**src/design/mcc_pkg.sv**
```systemverilog
// Shared types, widths and register codes for the minimap circle clamp.
`timescale 1ns / 1ps
`default_nettype none
package mcc_pkg;

  localparam int W_WORLD = 24;
  localparam int W_DIFF  = 25;
  localparam int W_MAG   = 25;
  localparam int W_SCALE = 12;
  localparam int W_CTR   = 16;
  localparam int W_RAD   = 13;
  localparam int W_SQ    = 50;
  localparam int W_RR    = 26;
  localparam int W_NUM   = 40;
  localparam int W_DEN   = 26;
  localparam int W_Q     = 13;
  localparam int W_CIDX  = 8;
  localparam int W_CDAT  = 16;

  localparam int SQRT_STEPS = W_SQ / 2;
  localparam int DIV_STEPS  = W_Q;

  localparam logic [W_SCALE-1:0] SCALE_RESET  = 12'd256;
  localparam logic [W_RAD-1:0]   RADIUS_RESET = 13'd1280;

  typedef enum logic [W_CIDX-1:0] {
    REG_MAP_SCALE  = 8'd0,
    REG_CENTER_X   = 8'd1,
    REG_CENTER_Y   = 8'd2,
    REG_MAP_RADIUS = 8'd3
  } mcc_reg_t;

  typedef struct packed {
    logic signed [W_WORLD-1:0] object_x;
    logic signed [W_WORLD-1:0] object_z;
    logic signed [W_WORLD-1:0] viewer_x;
    logic signed [W_WORLD-1:0] viewer_z;
    logic                      object_kind;
  } mcc_in_t;

  typedef struct packed {
    logic signed [W_CTR-1:0] icon_x;
    logic signed [W_CTR-1:0] icon_y;
    logic                    icon_kind;
  } mcc_out_t;

  // Per-item side data carried along the cell chains.
  typedef struct packed {
    logic [W_MAG-1:0] ax;
    logic [W_MAG-1:0] ay;
    logic             sx;
    logic             sy;
    logic             kind;
    logic             clamp;
  } mcc_side_t;

endpackage
`default_nettype wire

```
**src/design/mcc_sqrt_cell.sv**
```systemverilog
// One digit cell of the integer square root chain.
`timescale 1ns / 1ps
`default_nettype none
module mcc_sqrt_cell #(
  parameter int SHIFT = 0
) (
  input  wire logic                    clk,
  input  wire logic                    en,
  input  wire logic [mcc_pkg::W_SQ-1:0] rem_in,
  input  wire logic [mcc_pkg::W_SQ-1:0] root_in,
  input  wire mcc_pkg::mcc_side_t      side_in,
  output logic [mcc_pkg::W_SQ-1:0]     rem,
  output logic [mcc_pkg::W_SQ-1:0]     root,
  output mcc_pkg::mcc_side_t           side
);
  import mcc_pkg::*;

  localparam logic [W_SQ-1:0] BIT = W_SQ'(1) << SHIFT;

  logic [W_SQ-1:0] trial;
  logic [W_SQ-1:0] rem_next;
  logic [W_SQ-1:0] root_next;

  always_comb begin
    trial = root_in + BIT;
    if (rem_in >= trial) begin
      rem_next  = rem_in - trial;
      root_next = (root_in >> 1) + BIT;
    end else begin
      rem_next  = rem_in;
      root_next = root_in >> 1;
    end
  end

  always_ff @(posedge clk) begin
    if (en) begin
      rem  <= rem_next;
      root <= root_next;
      side <= side_in;
    end
  end

endmodule
`default_nettype wire

```
**config.mk**
```make
export PLATFORM = sky130hd
export DESIGN_NAME = mcc_sqrt_cell
export DESIGN_NICKNAME = d
export VERILOG_FILES = /design/src/design/mcc_pkg.sv /design/src/design/mcc_sqrt_cell.sv
export SDC_FILE = /design/constraint.sdc
export NUM_CORES = 1
export LEC_CHECK = 0
export BUFFER_PORTS_ARGS = -buffer_cell sky130_fd_sc_hd__buf_2
export CORE_UTILIZATION = 53
export CTS_CLUSTER_DIAMETER = 50
export DETAILED_ROUTE_END_ITERATION = 8
export PLACE_DENSITY = 0.82
export SETUP_SLACK_MARGIN = 0.3
export SLEW_MARGIN = 5
export SYNTH_ARGS = -nofsm -noshare
export SYNTH_HDL_FRONTEND = slang
export SYNTH_SLANG_ARGS = --single-unit
export TNS_END_PERCENT = 50
```
**constraint.sdc**
```tcl
create_clock -name clk -period 6.55 [get_ports clk]
set_input_delay 1.31 -clock clk [delete_from_list [all_inputs] [get_ports clk]]
set_output_delay 1.31 -clock clk [all_outputs]
set_load 0.03 [all_outputs]
```
==> flow_metrics.env <==
export IMPL_tightest_slew_ns=0.962
export IMPL_hold_path_class="primary input to flip-flop"
export IMPL_cp_startpoint="root_in[1]"
export IMPL_die_area_sq_um=19700
export IMPL_setup_worst_path_end="root[34]"
export IMPL_synthTopCellsByArea="edfxtp_1 46%, ha_1 6.4%, xnor2_1 6.2%"
export IMPL_grt_max_degree=102
export IMPL_fin_crit_ns=5.91
export IMPL_ir_drop_mv=0.186
export IMPL_hold_viol_final=0
export IMPL_yosys_cell_types_count=68
export IMPL_track_usage=0.330
export IMPL_slew_violations=0
export IMPL_netlist_area_leader_share=0.455
export IMPL_cp_max_fo=22
export IMPL_synthArstFlopShare=0
export IMPL_yosys_area_top_type="edfxtp_1"
export IMPL_p_leak_nw=5.21
export IMPL_cts_setup_buffers=0
export IMPL_arrival_ns=6.12
export IMPL_wl_mm=32.9
export IMPL_ctsLongestPathBuffers=2
export IMPL_antenna_found_initial=4
export IMPL_place_congestion=0.972
export IMPL_postSynthCellCount=1029
export IMPL_setup_viol=0
export IMPL_clkPwrFrac=0.312
export IMPL_power_frac_seq=0.399
export IMPL_synth_edf_count=154
export IMPL_dieHeight_um=140
export IMPL_cts_tree="built"
export IMPL_postRouteAntennaNets=0
export IMPL_grt_overflow=0
export IMPL_grt_pass1_vias=8836
export IMPL_tns_ns=0
export IMPL_die_x_um=140
export IMPL_htreeDepth=4
export IMPL_grt_pass1_wl_mm=49.0
export IMPL_cts_buffers=17
export IMPL_hpwl_mm=25.8
export IMPL_dpl_cell_count=1543
export IMPL_fmax_mhz=169
export IMPL_drv_cap=0
export IMPL_fin_cells=1577
export IMPL_worst_path_max_delay_cell="or3_1"
export IMPL_port_buffers=309
export IMPL_p_per_area_nw_per_um2=246
export IMPL_synthFlopType="edfxtp_1"
export IMPL_drc_errors=0
export IMPL_ys_warn_count=0
export IMPL_period_share=0.903
export IMPL_synth_nets=1238
export IMPL_status="finished, final reports clean"
export IMPL_clk_pin_slew_ns=0.07
export IMPL_num_rows=50
export IMPL_post_synth_cell_area_avg_sq_um=9.87
export IMPL_wire_per_inst_um=20.9
export IMPL_netlist_area_sq_um=10200
export IMPL_critPathMaxStageDelay_ns=0.53
export IMPL_cts_root_buf="clkbuf_16"
export IMPL_path_cells="buf_2 > ha_1 > nand3_1 > or3_1 > nor2_1 > nand2_1 > nor2_1 > nand3_1 > xor2_1 > ha_1 > nand4_1 > or3_1 > a211oi_2 > o211ai_2 > a21oi_2 > nor2_4 > buf_4 > or3_1 > xnor2_1"
export IMPL_worstSetupStartpointType="primary input"
export IMPL_start_util=0.541
export IMPL_final_util=0.669
export IMPL_ioPinCount=310
export IMPL_nets=1537
export IMPL_power_frac_comb=0.289
export IMPL_worstPathRequired_ns=6.75
export IMPL_yosysMostFrequentCell="edfxtp_1"
export IMPL_cts_sinks=154
export IMPL_crit_top_cell="or3_1"
export IMPL_ys_ff_latch=154
export IMPL_slew_headroom=0.358
export IMPL_syn_to_final_growth_pct=23.6
export IMPL_endpoint_kind="flip-flop"
export IMPL_path_class="primary input to flip-flop"
export IMPL_viasPerCell=5.96
export IMPL_core_region_area_sq_um=18800
export IMPL_internal_power_w=0.00199
export IMPL_rsz0062_at_grt="no"
export IMPL_vias=9399
export IMPL_yosysSeqAreaShare=0.455
export IMPL_synthTopCellsByCount="154 x edfxtp_1, 108 x nor2_1, 100 x nand2_1"
export IMPL_dr_pass1_iters=9
export IMPL_drt_iter0_drc=923
export IMPL_fill_cells=1516
export IMPL_p_sw_w=0.00110
export IMPL_p_sw_frac=0.355
export IMPL_drive_above_1_share=0.292
## layout by cell type (no fill, tap or decap), types with 10 or more instances in the layout
cell type,count
nand2_1,100
and3_1,10
clkbuf_16,17
inv_1,17
a211oi_1,10
nor4_1,11
nor3_1,24
nor2_1,107
a21o_1,30
xor2_1,64
o21a_1,10
nand4_1,46
nand3_1,40
ha_1,51
xnor2_1,72
buf_4,25
edfxtp_1,154
buf_2,308
a21oi_1,77
o21ai_0,39
## final cells by class
cell class	instances	area (sq um)	share of cell area
Clock inverter	14	129	0.0103
Sequential cell	154	4620	0.368
Tap cell	234	293	0.0233
Antenna cell	3	7.51	0.000598
Timing Repair Buffer	336	1780	0.142
Clock buffer	17	425	0.0339
Inverter	17	63.8	0.00508
Multi-Input combinational cell	802	5230	0.417
## critical path, delay by kind of cell
kind | cells | cell delay, ns
AND/OR/NAND/NOR | 10 | 2.75
AO/OA/AOI/OAI | 3 | 0.71
adder cells (fa/ha/maj) | 2 | 0.65
XOR/XNOR | 2 | 0.31
buffers and inverters | 2 | 0.38
## per-stage QoR
stage	instance area (sq um)	power, W	hold WS (ns)	worst slack (ns)
4_1_cts	12500	0.00308	1.03	0.537
3_5_place_dp	12000	0.00214	1.49	0.0893
5_1_grt	12500	0.00319	1.03	0.347
3_3_place_gp	12000	0.00213	1.49	0.149
2_1_floorplan	10200	0.00184	1.41	0.913
6_report	12600	0.00309	1.04	0.637
## state kept, by name, summed over array words and instances, names as in the netlist
name / flops
side: 54
rem: 50
root: 50
## routing by layer
| layer | up-vias | part of all wire | global-route usage |
|---|---|---|---|
| li1 | 4387 | - | - |
| met1 | 4421 | 0.40 | 0.406 |
| met2 | 498 | 0.49 | 0.574 |
| met3 | 91 | 0.078 | 0.0609 |
| met4 | 2 | 0.034 | 0.128 |
| met5 | - | 0.00039 | 0 |
## logic make-up (layout without fill, tap and decap cells)
kind of cell             Yosys count  count (layout)  share of synthesized area
AO/OA/AOI/OAI                    221             221                      0.141
other                              0               3                          0
adder cells (fa/ha/maj)           53              53                     0.0660
flip-flops                       154             154                      0.455
buffers and inverters             73             384                     0.0328
AND/OR/NAND/NOR                  392             392                      0.187
XOR/XNOR                         136             136                      0.117
## how the worst min path moves through the flow
stage                      from        to  slack [ns]  cells after the start
CTS                 side_in[20]  side[20]        1.03                      1
global placement    side_in[13]  side[13]        1.49                      1
finish              side_in[22]  side[22]        1.04                      1
global route        side_in[48]  side[48]        1.03                      1
floorplan            side_in[0]   side[0]        1.41                      0
detailed placement  side_in[36]  side[36]        1.49                      1
## what timing repair did
action,in CTS,in global routing
setup endpoints to repair,0,74
resized for setup,0,5
hold buffers,0,0
## power by group through the flow
stage	registers, W	clock network (W)	logic, W
after global routing	0.00124	0.000997	0.000949
after CTS	0.00124	0.000963	0.000885
after floorplan	0.00146	0	0.000375
after global placement	0.00126	0	0.000871
final	0.00123	0.000964	0.000895
after detailed placement	0.00126	0	0.000880
No activity file was read; power rests on OpenSTA's default activity.
