File: config.mk
export PLATFORM = sky130hd
export DESIGN_NAME = mcc_div_cell
export DESIGN_NICKNAME = d
export VERILOG_FILES = /design/src/design/mcc_pkg.sv /design/src/design/mcc_div_cell.sv
export SDC_FILE = /design/constraint.sdc
export NUM_CORES = 1
export LEC_CHECK = 0
export BUFFER_PORTS_ARGS = -buffer_cell sky130_fd_sc_hd__clkbuf_2
export CAP_MARGIN = 15
export CORE_ASPECT_RATIO = 1.75
export CORE_MARGIN = 2
export CORE_UTILIZATION = 35
export DETAILED_ROUTE_END_ITERATION = 16
export GPL_TIMING_DRIVEN = 0
export PLACE_DENSITY = 0.68
export SLEW_MARGIN = 10
export SYNTH_ARGS = -nofsm -noshare
export SYNTH_HDL_FRONTEND = slang
export SYNTH_SLANG_ARGS = --single-unit
File: constraint.sdc
create_clock -name clk -period 2.9 [get_ports clk]
set_input_delay 0.29 -clock clk [delete_from_list [all_inputs] [get_ports clk]]
set_output_delay 0.29 -clock clk [all_outputs]
set_load 0.02 [all_outputs]
File: src/design/mcc_pkg.sv
// Shared types, widths and register codes for the minimap circle clamp.
`timescale 1ns / 1ps
`default_nettype none
package mcc_pkg;

  localparam int W_WORLD = 24;
  localparam int W_DIFF  = 25;
  localparam int W_MAG   = 25;
  localparam int W_SCALE = 12;
  localparam int W_CTR   = 16;
  localparam int W_RAD   = 13;
  localparam int W_SQ    = 50;
  localparam int W_RR    = 26;
  localparam int W_NUM   = 40;
  localparam int W_DEN   = 26;
  localparam int W_Q     = 13;
  localparam int W_CIDX  = 8;
  localparam int W_CDAT  = 16;

  localparam int SQRT_STEPS = W_SQ / 2;
  localparam int DIV_STEPS  = W_Q;

  localparam logic [W_SCALE-1:0] SCALE_RESET  = 12'd256;
  localparam logic [W_RAD-1:0]   RADIUS_RESET = 13'd1280;

  typedef enum logic [W_CIDX-1:0] {
    REG_MAP_SCALE  = 8'd0,
    REG_CENTER_X   = 8'd1,
    REG_CENTER_Y   = 8'd2,
    REG_MAP_RADIUS = 8'd3
  } mcc_reg_t;

  typedef struct packed {
    logic signed [W_WORLD-1:0] object_x;
    logic signed [W_WORLD-1:0] object_z;
    logic signed [W_WORLD-1:0] viewer_x;
    logic signed [W_WORLD-1:0] viewer_z;
    logic                      object_kind;
  } mcc_in_t;

  typedef struct packed {
    logic signed [W_CTR-1:0] icon_x;
    logic signed [W_CTR-1:0] icon_y;
    logic                    icon_kind;
  } mcc_out_t;

  // Per-item side data carried along the cell chains.
  typedef struct packed {
    logic [W_MAG-1:0] ax;
    logic [W_MAG-1:0] ay;
    logic             sx;
    logic             sy;
    logic             kind;
    logic             clamp;
  } mcc_side_t;

endpackage
`default_nettype wire

File: src/design/mcc_div_cell.sv
// One quotient-bit cell of the restoring divider chain, both axes.
`timescale 1ns / 1ps
`default_nettype none
module mcc_div_cell #(
  parameter int SHIFT = 0
) (
  input  wire logic                      clk,
  input  wire logic                      en,
  input  wire logic [mcc_pkg::W_NUM-1:0] num_x_in,
  input  wire logic [mcc_pkg::W_NUM-1:0] num_y_in,
  input  wire logic [mcc_pkg::W_DEN-1:0] den_in,
  input  wire logic [mcc_pkg::W_Q-1:0]   q_x_in,
  input  wire logic [mcc_pkg::W_Q-1:0]   q_y_in,
  input  wire mcc_pkg::mcc_side_t        side_in,
  output logic [mcc_pkg::W_NUM-1:0]      num_x,
  output logic [mcc_pkg::W_NUM-1:0]      num_y,
  output logic [mcc_pkg::W_DEN-1:0]      den,
  output logic [mcc_pkg::W_Q-1:0]        q_x,
  output logic [mcc_pkg::W_Q-1:0]        q_y,
  output mcc_pkg::mcc_side_t             side
);
  import mcc_pkg::*;

  localparam logic [W_Q-1:0] QBIT = W_Q'(1) << SHIFT;

  logic [W_NUM-1:0] sub;
  logic [W_NUM-1:0] num_x_next;
  logic [W_NUM-1:0] num_y_next;
  logic [W_Q-1:0]   q_x_next;
  logic [W_Q-1:0]   q_y_next;

  always_comb begin
    sub        = W_NUM'(den_in) << SHIFT;
    num_x_next = num_x_in;
    num_y_next = num_y_in;
    q_x_next   = q_x_in;
    q_y_next   = q_y_in;
    if (num_x_in >= sub) begin
      num_x_next = num_x_in - sub;
      q_x_next   = q_x_in | QBIT;
    end
    if (num_y_in >= sub) begin
      num_y_next = num_y_in - sub;
      q_y_next   = q_y_in | QBIT;
    end
  end

  always_ff @(posedge clk) begin
    if (en) begin
      num_x <= num_x_next;
      num_y <= num_y_next;
      den   <= den_in;
      q_x   <= q_x_next;
      q_y   <= q_y_next;
      side  <= side_in;
    end
  end

endmodule
`default_nettype wire

==> flow_summary.yaml <==
run_status:
  status: "finished clean"
global_routing:
  antenna_found_initial: 4
  grt_pass1_vias: 8639
  grt_use_total_pct: 21.76
  grt_pass1_wl_microns: 47100
  grt_overflow: 0
  grt_max_degree: 96
worst_setup_path:
  worstPathMaxFanout: 10
  crit_chain: "clkbuf_2 -> inv_1 -> ha_1 -> nor2b_1 -> o31a_1 -> a2111oi_4 -> o31ai_4 -> o21ai_2 -> nand2_1 -> clkbuf_4 -> buf_2 -> a31o_2"
  cp-start-kind: "primary input"
  path_class: "in2reg"
  crit_required_ps: 3100
  crit_arrival_ps: 3010
  slowest_delay_ps: 480
  critPathTopFamily: "compound AO/OA/AOI/OAI gates"
  cp_slowest_cell: "a2111oi_4"
  end_kind: "flop"
  cp_num_buf_inv: 4
floorplan:
  ios: 374
  core_area_sq_mm: 0.02787
  initial_core_util_pct: 35.34
  dieArea_sq_mm: 0.02956
  fp.dieH_microns: 225.9
  die_w_microns: 130.8
  row_count: 81
yosys:
  syn_area_sq_mm: 0.009851
  synth_seq_cells: 186
  synthAdderAreaFrac_pct: 7.011
  yosys.area.top_type: "edfxtp_1"
  synth-seq-area-share_pct: 56.70
  yosysWarnings: 0
  synthTopCellsByArea: "edfxtp_1 57%, ha_1 6.6%, a21oi_1 4.1%, xnor2_1 3.6%, nor2_1 2.6%"
  synthSimpleGateAreaFrac_pct: 12.68
  synth_cell_types: 67
  synth_edf_count: 186
  synth_top_family_by_area: "compound AO/OA/AOI/OAI gates"
  synthXorXnorAreaFrac_pct: 5.779
  syn-instance-count: 838
  syn-num-nets: 1080
  synth.mux.area_fraction_pct: 0.6732
  synth-compound-area-share_pct: 14.47
  synth_flop_cell: "edfxtp_1"
  avgSynthCellArea_sq_um: 11.76
  async_reset_ff_share_pct: 0
  synth_top_area_share_pct: 56.70
power:
  powerDensity_mw_per_mm2: 552.4
  power_leakage_nw: 5.875
  vdd_drop_max_mv: 0.3881
  p_total_mw: 7.557
worst_hold_path:
  whs_path_depth: 1
  holdCritPathClass: "in2reg"
  whs_endpoint: "side[20]$_DFFE_PP_"
  hold_start: "side_in[20]"
timing:
  period_share_pct: 96.99
  setup_violations: 0
  worst_slack_ps: 87.15
  fmax_mhz: 355.5
  final_hold_viol_count: 0
  maxSlewViolCount: 0
  slew_headroom_pct: 46.39
  period_needed_ps: 2813
  worstMarginPinSlew_ps: 804.1
  setup-tns-final_ps: 0
clock_tree:
  cts.root.buffer_cell: "clkbuf_16"
  tritoncts: "yes"
  cts.clk_slew.worst_paths_ps: 80
  h-tree-depth: 4
  cts_sinks: 186
  max-clock-path-buffers: 2
  cts_buffers: 17
placed_design:
  dp_hpwl_microns: 25970
  dp_cells: 1585
  numPortBuffers: 373
  routabilityCongestion: 0.8960
  dp_slack_ps: -1287
finish:
  multiInputGateArea_sq_mm: 0.004167
  seq_area_sq_mm: 0.005585
  fillers: 2500
  fin_nets: 1538
  drive_gt1_share_pct: 36.13
  layout.cells.non_filler: 1686
  area_growth_pct: 38.88
detailed_routing:
  drtIter0Drc: 396
  drtAntennaViolNets: 0
  first_pass_iters: 5
  drc: 0
  vias: 8482
  wl_per_cell_microns: 19.41
  drt-total-wl_microns: 32720
  via_per_inst: 5.031
job:
  maxCapViolCount: 0
## how the worst max path moves through the flow
stage,depth (start not counted),slack (ps),endpoint,startpoint
6_report,12,90,num_y[24]$_DFFE_PP_,den_in[2]
5_1_grt,14,-3,num_x[5]$_DFFE_PP_,den_in[15]
4_1_cts,12,8,num_y[30]$_DFFE_PP_,den_in[25]
3_5_place_dp,13,-1290,num_y[18]$_DFFE_PP_,num_y_in[0]
3_3_place_gp,13,-1290,num_y[18]$_DFFE_PP_,num_y_in[0]
2_1_floorplan,11,20,num_y[33]$_DFFE_PP_,num_y_in[0]
## layout make-up
type | instances | share of cell area, %
flip-flops and latches | 186 | 40.83
multi-input cells | 588 | 30.46
repair buffers | 443 | 18.87
well taps | 373 | 3.411
clock buffers | 17 | 3.110
clock inverters | 15 | 1.253
inverters | 41 | 1.125
plain buffers | 19 | 0.8780
diodes | 4 | 0.07317
## metrics by stage
stage,hold slack (ps),util [%],instance area (sq um)
after floorplan,388.9,-,9851
after global placement,466.8,43.72,12180
after detailed placement,468.7,43.85,12220
after CTS,0.5247,48.49,13520
after global routing,0.02456,49.09,13680
final,20.14,49.09,13680
## per-layer routing
metal	share of wire (%)	track usage, %
met3	5.2	4.264
met5	0	0
met2	56	42.42
met4	4.9	11.81
met1	34	20.55
## layout by cell type, fill, tap and decap left out, drive strengths merged, types with 7 or more instances in the layout
master	synthesis	routed
a31oi	9	9
ha	52	52
nand2	60	60
nand4	14	14
o21ai	38	38
clkinv	0	7
o21a	10	10
o211ai	8	8
nand2b	11	11
clkbuf	14	401
xor2	25	25
nor4	10	10
nor3	17	17
inv	41	49
a211oi	7	7
o31ai	10	10
edfxtp	186	186
or3	7	7
xnor2	40	40
buf	9	14
dlygate4sd3	0	64
nand3	13	13
nor2b	7	7
a21oi	81	81
a21o	20	20
nor2	69	69
## repair_timing
| item | in CTS | in global routing |
|---|---|---|
| gates resized for setup | 20 | 27 |
| hold buffers | 64 | 0 |
| endpoints found under the setup margin | 75 | 76 |
| pin swaps | 2 | 5 |
| endpoints found under the hold margin | 64 | 0 |
| buffers inserted | 1 | 4 |
## cells by family (layout without fill, tap and decap cells)
| family | after synthesis | after routing |
|---|---|---|
| simple gates | 241 | 241 |
| compound gates | 222 | 222 |
| flops | 186 | 186 |
| xor+xnor | 65 | 65 |
| buf+inv | 64 | 535 |
| fa+ha+maj | 54 | 54 |
| mux | 6 | 6 |
| other cells | 0 | 4 |
## where the power goes
part	internal (mW)	switching, mW	leakage (nW)
sequential	3.30	0.0833	1.82
combinational	0.703	1.14	3.76
clock	1.16	1.17	0.292
total	5.16	2.39	5.88
## cell usage after synthesis (4+ instances only)
master,number
edfxtp_1,186
a21oi_1,81
nor2_1,69
nand2_1,60
ha_1,52
inv_1,41
xnor2_1,40
o21ai_0,34
xor2_1,25
a21o_1,20
nor3_1,15
clkbuf_1,14
nand4_1,14
nand3_1,12
nand2b_1,11
o21a_1,10
o31ai_1,10
a31oi_1,9
o211ai_1,8
a211oi_1,7
nor2b_1,7
nor4_1,7
or3_1,7
a21boi_0,6
and3_1,6
and2_1,5
mux2_2,5
o21bai_1,5
or2_2,5
and4_1,4
buf_1,4
o21ai_1,4
o31a_1,4
## sequential cells by signal, summed over array words and instances, names as in the netlist
name,flops
den,26
q_x,13
num_y,40
side,54
num_x,40
q_y,13
No activity file was read; power rests on OpenSTA's default activity.
